$ cat config.mk
export PLATFORM = sky130hd
export DESIGN_NAME = ramped_differential_drive_mixer
export DESIGN_NICKNAME = d
export VERILOG_FILES = /design/src/rtl/core/rdm_pkg.sv /design/src/rtl/core/ramped_differential_drive_mixer.sv
export SDC_FILE = /design/constraint.sdc
export NUM_CORES = 1
export LEC_CHECK = 0
export BUFFER_PORTS_ARGS = -buffer_cell sky130_fd_sc_hd__clkbuf_2
export CAP_MARGIN = 40
export CORE_UTILIZATION = 55
export CTS_CLUSTER_DIAMETER = 120
export DETAILED_ROUTE_END_ITERATION = 7
export PLACE_DENSITY_LB_ADDON = 0.25
export SLEW_MARGIN = 20
export SYNTH_ARGS = -nofsm -noshare
export SYNTH_HDL_FRONTEND = slang
export SYNTH_SLANG_ARGS = --single-unit
export TNS_END_PERCENT = 50
$ cat constraint.sdc
create_clock -name aclk -period 14.8 [get_ports aclk]
set_input_delay 2.22 -clock aclk [delete_from_list [all_inputs] [get_ports aclk]]
set_output_delay 2.22 -clock aclk [all_outputs]
set_load 0.005 [all_outputs]
$ cat src/rtl/core/rdm_pkg.sv
`default_nettype none

package rdm_pkg;

    localparam int unsigned CMD_W  = 8;
    localparam int unsigned POS_W  = 8;
    localparam int unsigned DIV_W  = 4;
    localparam int unsigned MAG_W  = CMD_W + 1;
    localparam int unsigned STEP_W = $clog2(MAG_W);

    localparam logic [POS_W-1:0] CENTER_POS = 8'd90;
    localparam logic [POS_W-1:0] MAX_POS    = 8'd180;

    localparam logic REG_HANDICAP = 1'b0;
    localparam logic REG_REVERSE  = 1'b1;

    localparam logic [DIV_W-1:0] HANDICAP_RESET = 4'd1;

endpackage

`default_nettype wire

$ cat src/rtl/core/ramped_differential_drive_mixer.sv
// Ramped differential drive mixer for a two-servo drive base.
// The slave stream carries one control tick per request: throttle in bits 7:0 and
// steer in bits 15:8, both signed. The kept speed and turn each move one step
// toward their commands, are mixed into left and right, divided by the handicap
// register with truncation toward zero, signed by the direction register and
// clamped, and leave on the master stream as servo positions 0..180 (left in
// bits 7:0, right in bits 15:8).
// Both divisions run on one restoring divider, one quotient bit per cycle, the
// left side first and then the right; a new request is taken only after the
// last result has moved into the output register. s_tready is high only while
// the sequencer is idle.
// When the receiver stalls, the finished result waits in the output register;
// the next request is taken and worked on, and it waits before the output
// register until that register is free.
// Reset clears the kept speed and turn, sets the handicap to one and the
// direction to forward, and empties the output register.
// The user must write configuration over the APB port while the block is idle; the block does not enforce it.
`default_nettype none

module ramped_differential_drive_mixer #(
    parameter int unsigned OUTPUT_LIMIT = 90
) (
    input  wire logic        aclk,
    input  wire logic        aresetn,

    input  wire logic        s_tvalid,
    output logic             s_tready,
    input  wire logic [15:0] s_tdata,   // throttle_cmd[7:0], steer_cmd[15:8]

    output logic             m_tvalid,
    input  wire logic        m_tready,
    output logic [15:0]      m_tdata,   // left_position[7:0], right_position[15:8]

    input  wire logic        psel,
    input  wire logic        penable,
    input  wire logic        pwrite,
    input  wire logic [2:0]  paddr,
    input  wire logic [31:0] pwdata,
    output logic [31:0]      prdata,
    output logic             pready
);

    localparam int unsigned CMD_W  = rdm_pkg::CMD_W;
    localparam int unsigned POS_W  = rdm_pkg::POS_W;
    localparam int unsigned DIV_W  = rdm_pkg::DIV_W;
    localparam int unsigned MAG_W  = rdm_pkg::MAG_W;
    localparam int unsigned STEP_W = rdm_pkg::STEP_W;

    localparam logic [MAG_W-1:0]  LIMIT     = MAG_W'(OUTPUT_LIMIT);
    localparam logic [STEP_W-1:0] LAST_STEP = STEP_W'(MAG_W - 1);

    localparam logic [1:0] S_IDLE = 2'd0;
    localparam logic [1:0] S_DIV  = 2'd1;
    localparam logic [1:0] S_DONE = 2'd2;

    logic [1:0]             state_reg, state_next;
    logic                   side_reg, side_next;
    logic [STEP_W-1:0]      step_reg, step_next;
    logic [DIV_W-1:0]       rem_reg, rem_next;
    logic [MAG_W-1:0]       quo_reg, quo_next;
    logic                   neg_reg, neg_next;
    logic [POS_W-1:0]       left_reg, left_next;
    logic [POS_W-1:0]       right_reg, right_next;
    logic signed [CMD_W-1:0] speed_reg, speed_next;
    logic signed [CMD_W-1:0] turn_reg, turn_next;
    logic [DIV_W-1:0]       handicap_reg;
    logic                   reverse_reg;
    logic                   m_tvalid_reg, m_tvalid_next;
    logic [15:0]            m_tdata_reg, m_tdata_next;

    logic signed [CMD_W-1:0] thr_cmd, str_cmd, ramp_speed, ramp_turn;
    logic signed [CMD_W-1:0] op_speed, op_turn;
    logic signed [MAG_W-1:0] mix_diff, mix_sum, mix_val;
    logic [MAG_W-1:0]        mix_mag;
    logic                    load_side;
    logic [DIV_W-1:0]        div_eff;
    logic [DIV_W:0]          trial;
    logic                    trial_ge;
    logic [MAG_W-1:0]        quo_shift;
    logic [MAG_W-1:0]        clamped;
    logic [POS_W-1:0]        position;
    logic                    s_take;
    logic                    cfg_write;

    assign thr_cmd = s_tdata[7:0];
    assign str_cmd = s_tdata[15:8];
    assign s_take  = s_tvalid && s_tready;

    always_comb begin
        if (speed_reg < thr_cmd) begin
            ramp_speed = speed_reg + 8'sd1;
        end else if (speed_reg > thr_cmd) begin
            ramp_speed = speed_reg - 8'sd1;
        end else begin
            ramp_speed = speed_reg;
        end
        if (turn_reg < str_cmd) begin
            ramp_turn = turn_reg + 8'sd1;
        end else if (turn_reg > str_cmd) begin
            ramp_turn = turn_reg - 8'sd1;
        end else begin
            ramp_turn = turn_reg;
        end
    end

    // In idle the left side is loaded from the freshly ramped values.
    assign load_side = (state_reg == S_IDLE) ? 1'b0 : 1'b1;
    assign op_speed  = (state_reg == S_IDLE) ? ramp_speed : speed_reg;
    assign op_turn   = (state_reg == S_IDLE) ? ramp_turn : turn_reg;
    assign mix_diff  = MAG_W'(op_speed) - MAG_W'(op_turn);
    assign mix_sum   = MAG_W'(op_speed) + MAG_W'(op_turn);
    assign mix_val   = load_side ? mix_sum : mix_diff;
    assign mix_mag   = mix_val[MAG_W-1] ? MAG_W'(-mix_val) : MAG_W'(mix_val);

    assign div_eff   = (handicap_reg == '0) ? DIV_W'(1) : handicap_reg;
    assign trial     = {rem_reg, quo_reg[MAG_W-1]};
    assign trial_ge  = trial >= {1'b0, div_eff};
    assign quo_shift = {quo_reg[MAG_W-2:0], trial_ge};

    assign clamped   = (quo_shift > LIMIT) ? LIMIT : quo_shift;
    assign position  = neg_reg ? (rdm_pkg::CENTER_POS - clamped[POS_W-1:0])
                               : (rdm_pkg::CENTER_POS + clamped[POS_W-1:0]);

    always_comb begin
        state_next    = state_reg;
        side_next     = side_reg;
        step_next     = step_reg;
        rem_next      = rem_reg;
        quo_next      = quo_reg;
        neg_next      = neg_reg;
        left_next     = left_reg;
        speed_next    = speed_reg;
        turn_next     = turn_reg;
        m_tvalid_next = m_tvalid_reg;
        m_tdata_next  = m_tdata_reg;

        if (m_tvalid_reg && m_tready) begin
            m_tvalid_next = 1'b0;
        end

        unique case (state_reg)
            S_IDLE: begin
                if (s_take) begin
                    speed_next = ramp_speed;
                    turn_next  = ramp_turn;
                    side_next  = 1'b0;
                    step_next  = '0;
                    rem_next   = '0;
                    quo_next   = mix_mag;
                    neg_next   = mix_val[MAG_W-1] ^ reverse_reg;
                    state_next = S_DIV;
                end
            end
            S_DIV: begin
                rem_next = trial_ge ? DIV_W'(trial - {1'b0, div_eff}) : trial[DIV_W-1:0];
                quo_next = quo_shift;
                step_next = step_reg + STEP_W'(1);
                if (step_reg == LAST_STEP) begin
                    if (!side_reg) begin
                        left_next = position;
                        side_next = 1'b1;
                        step_next = '0;
                        rem_next  = '0;
                        quo_next  = mix_mag;
                        neg_next  = mix_val[MAG_W-1] ^ reverse_reg ^ 1'b1;
                    end else begin
                        state_next = S_DONE;
                    end
                end
            end
            S_DONE: begin
                if (!m_tvalid_reg || m_tready) begin
                    m_tvalid_next = 1'b1;
                    m_tdata_next  = {right_reg, left_reg};
                    state_next    = S_IDLE;
                end
            end
            default: begin
                state_next = S_IDLE;
            end
        endcase
    end

    assign right_next = (state_reg == S_DIV && side_reg && step_reg == LAST_STEP)
                      ? position : right_reg;

    always_ff @(posedge aclk) begin
        if (!aresetn) begin
            state_reg    <= S_IDLE;
            speed_reg    <= '0;
            turn_reg     <= '0;
            m_tvalid_reg <= 1'b0;
            handicap_reg <= rdm_pkg::HANDICAP_RESET;
            reverse_reg  <= 1'b0;
        end else begin
            state_reg    <= state_next;
            speed_reg    <= speed_next;
            turn_reg     <= turn_next;
            m_tvalid_reg <= m_tvalid_next;
            if (cfg_write) begin
                unique case (paddr[2])
                    rdm_pkg::REG_HANDICAP: handicap_reg <= pwdata[DIV_W-1:0];
                    rdm_pkg::REG_REVERSE:  reverse_reg  <= pwdata[0];
                    default: ;
                endcase
            end
        end
    end

    always_ff @(posedge aclk) begin
        side_reg    <= side_next;
        step_reg    <= step_next;
        rem_reg     <= rem_next;
        quo_reg     <= quo_next;
        neg_reg     <= neg_next;
        left_reg    <= left_next;
        right_reg   <= right_next;
        m_tdata_reg <= m_tdata_next;
    end

    assign s_tready  = (state_reg == S_IDLE);
    assign m_tvalid  = m_tvalid_reg;
    assign m_tdata   = m_tdata_reg;

    assign cfg_write = psel && penable && pwrite && pready;
    assign pready    = 1'b1;

    always_comb begin
        unique case (paddr[2])
            rdm_pkg::REG_HANDICAP: prdata = 32'(handicap_reg);
            rdm_pkg::REG_REVERSE:  prdata = 32'(reverse_reg);
            default:               prdata = '0;
        endcase
    end

endmodule

`default_nettype wire

==> flow_summary.ini, run 1 <==
[route]
avgRoutedWirePerCell_um = 13.53
drtAntennaViolNets = 0
post-route-drc-count = 0
vias_per_cell = 5.566
routed_wl_um = 10620
vias = 4369
first_pass_iters = 5
first_iter_violations = 225

[setup_path]
crit_required_ns = 14.89
worst_r2r_path_depth = 19
worstSetupEndpointType = flip-flop
path_max_fanout = 13
reg2reg_slack_ns = 8.87
cpPeakStageDelay_ns = 0.51
crit_buf_inv = 2
crit_path_start = s_tdata[13]
slowest_stage = xnor2_2
cp-endpoint = quo_reg[2]
r2r_start = turn_reg[5]
r2r_end = quo_reg[2]
worstSetupPathType = primary input to flip-flop
startpoint_type = primary input
cp_num_cells = 21
crit_arrival_ns = 7.43
cp_top_family = compound AO/OA/AOI/OAI gates
crit_path_cell_trace = clkbuf_2 > inv_1 > ha_1 > a21o_1 > a2111oi_4 > or2_1 > a21oi_1 > o31ai_1 > o21ai_0 > ha_1 > o21ai_0 > fa_1 > a211oi_1 > o21ai_1 > a311oi_1 > or2_2 > a211o_1 > nand4_2 > xnor2_2 > nor3b_1 > o31ai_1

[sta]
rsz0062_at_grt = false
finalHoldViolCount = 0
skew_ns = 0.005412
tns_ns = 0
finalCriticalPeriod_ns = 7.344
max_freq_mhz = 136.2
max-slew-margin-rel = 0.4690
setup_viol = 0
drv_slew = 0
tightest_slew_ns = 0.7936
period_share = 0.4962

[floorplan]
rows = 36
die_h_um = 101.8
dieArea_um2 = 10370
dieWidth_um = 101.8
core_um2 = 9729
start_util = 0.5635
io_pins = 109

[final_layout]
fin_util = 0.6058
syn_to_final_growth_pct = 7.508
layout-drive-gt1-share = 0.1258
final_nets = 747
final_area_um2 = 5894
fillers = 902
diodes = 0
multiInputGateArea_um2 = 3074
largest_reg_flops = 16
seqCellArea_um2 = 2012

[power]
power_uw = 1241
switching_share = 0.4482
share_comb_of_total_power = 0.594
seq_power_share = 0.273
power.leakage_uw = 0.002479
power_density_nw_per_um2 = 210.6
p_sw_uw = 556.4
clkPwrFrac = 0.133
p_int_uw = 684.9
max-vdd-ir-drop_mv = 0.1212

[placed_design]
dpl_cell_area_um2 = 5689
dpl.hpwl_um = 8114
io_buffer_count = 49
gp_congestion = 0.8790

[status]
status = completed

[clock_network]
cts_tree = yes
clock_latency_ns = 0.36
htreeDepth = 3
cts_sinks = 75
ctsResizeCount = 0
path_clk_slew_ns = 0.09
cts_setup_buffers = 0
clock_tree.root_cell = clkbuf_8
hold_buffers = 0
clk_path_buf_depth = 2
cts_buffers = 9

[synth]
async_flop_share = 0
synthCells = 610
synth_flop_cell = edfxtp_1
yosysWarningCount = 0
synth_top_area_frac = 0.2793
synth-seq-area-share = 0.3670
yosysMostFrequentCell = nor2_1
synth_edf_count = 51
synth_area_um2 = 5483
avgSynthCellArea_um2 = 8.988
yosysTopAreaCell = edfxtp_1
synth_cell_type_count = 66
synth_commonest_cells = 57 x nor2_1, 51 x edfxtp_1, 46 x inv_1, 40 x ha_1, 39 x nand2_1
synthTopCellsByArea = edfxtp_1 28%, ha_1 9.1%, dfxtp_1 8.8%, xnor2_1 4.5%, buf_4 4.0%
synth-seq-cells = 75

[min_path]
worstHoldStart = left_reg[2]
hold_path.class = flip-flop to flip-flop

[global_route]
grt_pass1_vias = 3863
grt_use_total = 0.2137
grt_pass1_wl_um = 17470
grt_remaining_overflow = 0
use_met3 = 0.03488
global_route.usage.met1 = 0.2673
busiest_layer = met2
grt_max_degree = 25
grt_antenna_before_repair = 0
grtUsageMet2 = 0.3758

[run]
max-cap-violations = 0
[worst min path at each step]
stage,to,slack (ns),depth (start not counted)
after floorplan,m_tdata[0],0.40,0
after global placement,m_tdata[5],0.40,0
after detailed placement,m_tdata[12],0.40,0
after CTS,m_tdata[9],0.42,0
after global routing,m_tdata[2],0.43,0
final,m_tdata[2],0.42,0
[metrics by stage]
| stage | worst slack, ns | hold WS (ns) | std cells |
|---|---|---|---|
| 2_1_floorplan | 7.983 | 0.4003 | 637 |
| 3_3_place_gp | 7.278 | 0.4021 | 769 |
| 3_5_place_dp | 7.167 | 0.4045 | 769 |
| 4_1_cts | 7.532 | 0.4243 | 785 |
| 5_1_grt | 6.972 | 0.4279 | 785 |
| 6_report | 7.456 | 0.4224 | 785 |
[layer usage]
| layer | vias to the layer above | share of wire |
|---|---|---|
| met3 | 17 | 0.039 |
| met1 | 2038 | 0.44 |
| met4 | 0 | 0.013 |
| li1 | 2201 | - |
| met2 | 113 | 0.50 |
| met5 | - | 0 |
[cell usage in the layout (no fill, tap or decap), drive strengths merged, types with 24 or more instances in the layout]
cell type	netlist	final
ha	40	40
dfxtp	24	24
o21ai	34	34
edfxtp	51	51
conb	2	29
nor2	57	57
clkbuf	18	58
xnor2	29	29
nand2	39	39
inv	47	51
[area by class of cell]
class	instances	share of cell area
Clock buffer	9	0.02101
Multi-Input combinational cell	463	0.5215
Timing Repair Buffer	51	0.04415
Tap cell	133	0.02823
Clock inverter	7	0.01380
Inverter	47	0.02993
Sequential cell	75	0.3413
[power by group through the flow]
| stage | Clock [µW] | Combinational [µW] | Sequential, µW |
|---|---|---|---|
| final | 165 | 737 | 339 |
| after global routing | 176 | 828 | 345 |
| after CTS | 168 | 734 | 337 |
| after detailed placement | 0 | 729 | 342 |
| after global placement | 0 | 702 | 341 |
| after floorplan | 0 | 641 | 314 |
[worst register-to-register path: cells and delay by family (launching register included)]
family	cells	cell delay, ns
AO/OA/AOI/OAI	11	2.53
XOR/XNOR	1	0.51
adder cells (fa/ha/maj)	3	1.13
flip-flops	1	0.54
AND/OR/NAND/NOR	4	0.96
[cell families (layout without fill, tap and decap cells)]
| logic type | after synthesis | in the layout | share of synthesized area |
|---|---|---|---|
| compound gates | 129 | 129 | 0.1604 |
| xor+xnor | 37 | 37 | 0.06048 |
| fa+ha+maj | 42 | 42 | 0.09859 |
| buf+inv | 99 | 114 | 0.09082 |
| flops | 75 | 75 | 0.3670 |
| mux | 14 | 14 | 0.02579 |
| other cells | 2 | 29 | 0.001370 |
| simple gates | 212 | 212 | 0.1956 |
(Power assumes the default switching activity.)
==> run 2, diff against run 1 <==
Settings changed: ABC_AREA set to 1.
Clock period 14.8 ns to 7.57 ns, I/O delays scaled along.
==> run 2 against run 1 <==
  * Final cell count increased by 14%
  * Largest cell class unchanged
  * First-iteration DRC count decreased by 28%
  * Cell area increased by 1.0%
  * Clock power increased by 110%
  * Synthesized cell count increased by 17%
  * Clock skew increased by 0.0094 ns
  * Worst hold slack got worse by 0.0016 ns
  * Critical path depth increased by 12
  * Total power increased by 130%
  * Register-to-register slack got worse by 6.1 ns
==> flow_summary.ini, run 2 <==
[final_layout]
final_common_cell = nand2_1
syn_to_final_growth_pct = 8.850
final_area_um2 = 5956
fillers = 916
layout_common_cells = 153 x nand2_1, 110 x inv_1, 56 x nor2_1, 51 x edfxtp_1
largest_reg_flops = 16
seqCellArea_um2 = 2012
layout-drive-gt1-share = 0.1307
multiInputGateArea_um2 = 2879
final_nets = 860
diodes = 0

[setup_path]
worstSetupEndpointType = flip-flop
cpPeakStageDelay_ns = 0.35
path_max_fanout = 9
crit_arrival_ns = 5.41
worstSetupPathType = primary input to flip-flop
path_common_cell = nand2_1
slowest_stage = ha_1
startpoint_type = primary input
crit_required_ns = 7.70
crit_buf_inv = 5
cp_top_family = simple AND/OR/NAND/NOR gates

[route]
avgRoutedWirePerCell_um = 11.91
vias = 4554
first_iter_violations = 162
drtAntennaViolNets = 0
routed_wl_um = 10690
post-route-drc-count = 0
first_pass_iters = 5
vias_per_cell = 5.071

[synth]
synth_edf_count = 51
yosysMostFrequentCell = nand2_1
synthTopCellsByArea = edfxtp_1 28%, nand2_1 10%, ha_1 9.1%, dfxtp_1 8.8%, inv_1 7.5%
synth_flop_cell = edfxtp_1
async_flop_share = 0
synth-seq-cells = 75
synth-seq-area-share = 0.3677
synth_top_area_frac = 0.2799
synth_area_um2 = 5471
synth_cell_type_count = 45
synth_commonest_cells = 153 x nand2_1, 110 x inv_1, 56 x nor2_1, 51 x edfxtp_1, 49 x nand3_1
yosysWarningCount = 0
yosysTopAreaCell = edfxtp_1
synthCells = 711
avgSynthCellArea_um2 = 7.695

[clock_network]
cts_setup_buffers = 0
clock_latency_ns = 0.36
cts_buffers = 9
hold_buffers = 0
ctsResizeCount = 0
path_clk_slew_ns = 0.08
cts_tree = yes
clk_path_buf_depth = 2
cts_sinks = 75
clock_tree.root_cell = clkbuf_8
htreeDepth = 3

[global_route]
grt_max_degree = 28
grt_remaining_overflow = 0
grt_use_total = 0.2241
grt_pass1_wl_um = 18100
grt_antenna_before_repair = 0
grt_pass1_vias = 4192

[sta]
max-slew-margin-rel = 0.4937
tightest_slew_ns = 0.7577
rsz0062_at_grt = false
fin_ws_ns = 2.287
skew_ns = 0.01486
period_share = 0.6978
drv_slew = 0
tns_ns = 0
max_freq_mhz = 189.3
finalCriticalPeriod_ns = 5.283
setup_viol = 0
finalHoldViolCount = 0

[floorplan]
io_pins = 109
start_util = 0.5624
die_h_um = 101.7
dieWidth_um = 101.7
rows = 36
core_um2 = 9729
dieArea_um2 = 10350

[placed_design]
dpl.hpwl_um = 8354
post-place-ws_ns = 1.932
dpl_cell_area_um2 = 5738
gp_congestion = 0.9150
io_buffer_count = 49

[run]
max-cap-violations = 0

[power]
p_sw_uw = 1410
power_density_nw_per_um2 = 485.1
seq_power_share = 0.239
max-vdd-ir-drop_mv = 0.2657
p_int_uw = 1479
clkPwrFrac = 0.119
switching_share = 0.4882
share_comb_of_total_power = 0.642
power.leakage_uw = 0.002931
power_uw = 2889

[min_path]
hold_path.class = flip-flop to flip-flop

[status]
status = completed
run 2: changes by cell type in the layout (fill, tap and decap cells not counted), sizes merged, moves of 9 or more:
| cell | change |
|---|---|
| o31ai | -9 |
| nand2 | +130 |
| nand3 | +36 |
| inv | +60 |
| or3 | -13 |
| xor2 | +11 |
| mux2i | -13 |
| nand4 | -9 |
| o21ai | +11 |
| a21oi | +16 |
| and2 | -12 |
| xnor2 | -20 |
| a21boi | -11 |
| nor2b | -13 |
run 2: logic make-up after synthesis:
kind of cell	after synthesis	share of synthesized area
other	2	0.001373
flip-flops	75	0.3677
AND/OR/NAND/NOR	310	0.2605
XOR/XNOR	28	0.04482
adder cells (fa/ha/maj)	42	0.09879
AO/OA/AOI/OAI	102	0.1022
buffers and inverters	152	0.1246
run 2: per-stage QoR:
stage | cells | util | hold slack [ns]
floorplan | 738 | - | 0.4003
global placement | 881 | 0.5890 | 0.4002
detailed placement | 882 | 0.5898 | 0.4056
CTS | 898 | 0.6121 | 0.4243
global route | 898 | 0.6121 | 0.4250
finish | 898 | 0.6121 | 0.4208
run 2: power groups by stage:
stage	clock network (µW)	logic (µW)	registers (µW)
finish	343	1850	691
global route	367	2130	704
CTS	351	1850	692
detailed placement	0	1830	701
global placement	0	1750	697
floorplan	0	1510	674
run 2: layout make-up:
cell class | instances | area share
inverter | 112 | 0.07059
clock inverter | 6 | 0.01513
multi-input combinational | 511 | 0.4834
tap | 133 | 0.02794
timing repair buffer | 51 | 0.04370
clock buffer | 10 | 0.02143
sequential | 75 | 0.3378
run 2: final timing paths:
kind                                   from         end  slack, ns  cells after the start
worst max-delay path            s_tdata[15]  quo_reg[4]       2.29                     33
worst min-delay path            left_reg[6]  m_tdata[6]       0.42                      0
worst max register to register  turn_reg[7]  quo_reg[4]       2.72                     31
worst min register to register  left_reg[6]  m_tdata[6]       0.42                      0
run 2: metal layers:
metal  track usage  part of all wire
met5             0                 0
met3       0.04348             0.043
met4       0.08138             0.019
met1        0.2586              0.43
met2        0.4096              0.51
==> run 3, diff against run 2 <==
Clock period 7.57 ns to 5.2 ns, I/O delays scaled along.
==> run 3 against run 2 <==
  * Non-clock buffer count grew 3
  * Clock skew shrank 0.0057 ns
  * Die area stayed put
  * Combinational power rose by 46%
  * Global-route usage down 0.27 points
  * Cell area is essentially flat
  * Worst hold slack about the same
  * Critical path depth unchanged
  * Total power increased by 45%
  * Via count decreased by 0.26%
  * Register-to-register slack worse by 2.3 ns
  * Core utilization is essentially flat
==> flow_summary.ini, run 3 (synthesized netlist as in run 2, its figures left out) <==
[setup_path]
cp_top_family = simple AND/OR/NAND/NOR gates
slowest_stage = ha_1
crit_buf_inv = 5
startpoint_type = primary input
cpPeakStageDelay_ns = 0.35
path_max_fanout = 9
crit_arrival_ns = 4.98
crit_required_ns = 5.32
worstSetupPathType = primary input to flip-flop
worstSetupEndpointType = flip-flop
path_common_cell = nand2_1

[route]
first_iter_violations = 204
highest_layer = met4
wl_met3_um = 385
routed_wl_um = 10670
post-route-drc-count = 0
vias = 4542
drtAntennaViolNets = 0
avgRoutedWirePerCell_um = 11.84
wl_met1_um = 4680
vias_per_cell = 5.041
wl_met2_um = 5419
first_pass_iters = 5

[placed_design]
io_buffer_count = 49
placed_cells = 885
gp_congestion = 0.9337
dpl.hpwl_um = 8322

[power]
max-vdd-ir-drop_mv = 0.3933
power.leakage_uw = 0.002934
power_density_nw_per_um2 = 702.4
power_uw = 4186

[global_route]
grt_pass1_wl_um = 18080
grt_remaining_overflow = 0
grt_use_total = 0.2214
grt_max_degree = 27
grt_pass1_vias = 4262
grt_antenna_before_repair = 0

[sta]
setup_viol = 0
max-slew-margin-rel = 0.5058
max_freq_mhz = 206.1
rsz0062_at_grt = false
period_share = 0.9330
drv_slew = 0
tightest_slew_ns = 0.7395
hold-worst-slack_ns = 0.4206
finalCriticalPeriod_ns = 4.852
skew_ns = 0.009118
finalHoldViolCount = 0

[final_layout]
diodes = 0
final_nets = 863
final_common_cell = nand2_1
seqCellArea_um2 = 2012
layout_common_cells = 153 x nand2_1, 110 x inv_1, 56 x nor2_1, 51 x edfxtp_1
layout-drive-gt1-share = 0.1341
finalNonFillerCells = 901
largest_reg_flops = 16
syn_to_final_growth_pct = 8.918
multiInputGateArea_um2 = 2879
fin_util = 0.6125
fillers = 880

[clock_network]
cts_sinks = 75
hold_buffers = 0
clock_tree.root_cell = clkbuf_8
path_clk_slew_ns = 0.08
cts_tree = yes
clock_latency_ns = 0.36
clk_path_buf_depth = 2
htreeDepth = 3
cts_setup_buffers = 0
cts_buffers = 9
ctsResizeCount = 0

[min_path]
hold_path.class = flip-flop to flip-flop

[floorplan]
core_um2 = 9729
start_util = 0.5624
rows = 36
dieWidth_um = 101.7
die_h_um = 101.7
dieArea_um2 = 10350
io_pins = 109

[run]
max-cap-violations = 0

[status]
status = completed
run 3: final timing paths:
kind | start | endpoint | slack, ns | cells after the start
worst max-delay path | s_tdata[15] | quo_reg[4] | 0.35 | 33
worst min-delay path | right_reg[4] | m_tdata[12] | 0.42 | 0
worst max register to register | turn_reg[7] | quo_reg[4] | 0.43 | 31
worst min register to register | right_reg[4] | m_tdata[12] | 0.42 | 0
run 3: metal layers:
layer | up-vias | global-route usage
li1 | 2365 | -
met2 | 106 | 0.4075
met3 | 21 | 0.04624
met5 | - | 0
met4 | 0 | 0.07023
met1 | 2050 | 0.2551
run 3: power breakdown:
group	switching (µW)	internal [µW]	leakage [µW]
Clock	238	225	0.0000943
Sequential	116	892	0.000678
Combinational	1700	1020	0.00216
run 3: area by class of cell:
type	count	share of cell area
Multi-Input combinational cell	511	0.4831
Inverter	112	0.07054
Tap cell	133	0.02792
Clock inverter	7	0.01260
Timing Repair Buffer	54	0.04745
Clock buffer	9	0.02079
Sequential cell	75	0.3376
run 3: metrics by stage:
step / instance area, µm² / setup TNS [ns] / setup slack [ns]
after detailed placement: 5761 / -0.04952 / -0.02511
final: 5959 / 0 / 0.3482
after global routing: 5959 / 0 / 0.002931
after floorplan: 5573 / 0 / 0.4472
after global placement: 5753 / 0 / 0.1221
after CTS: 5959 / 0 / 0.3444
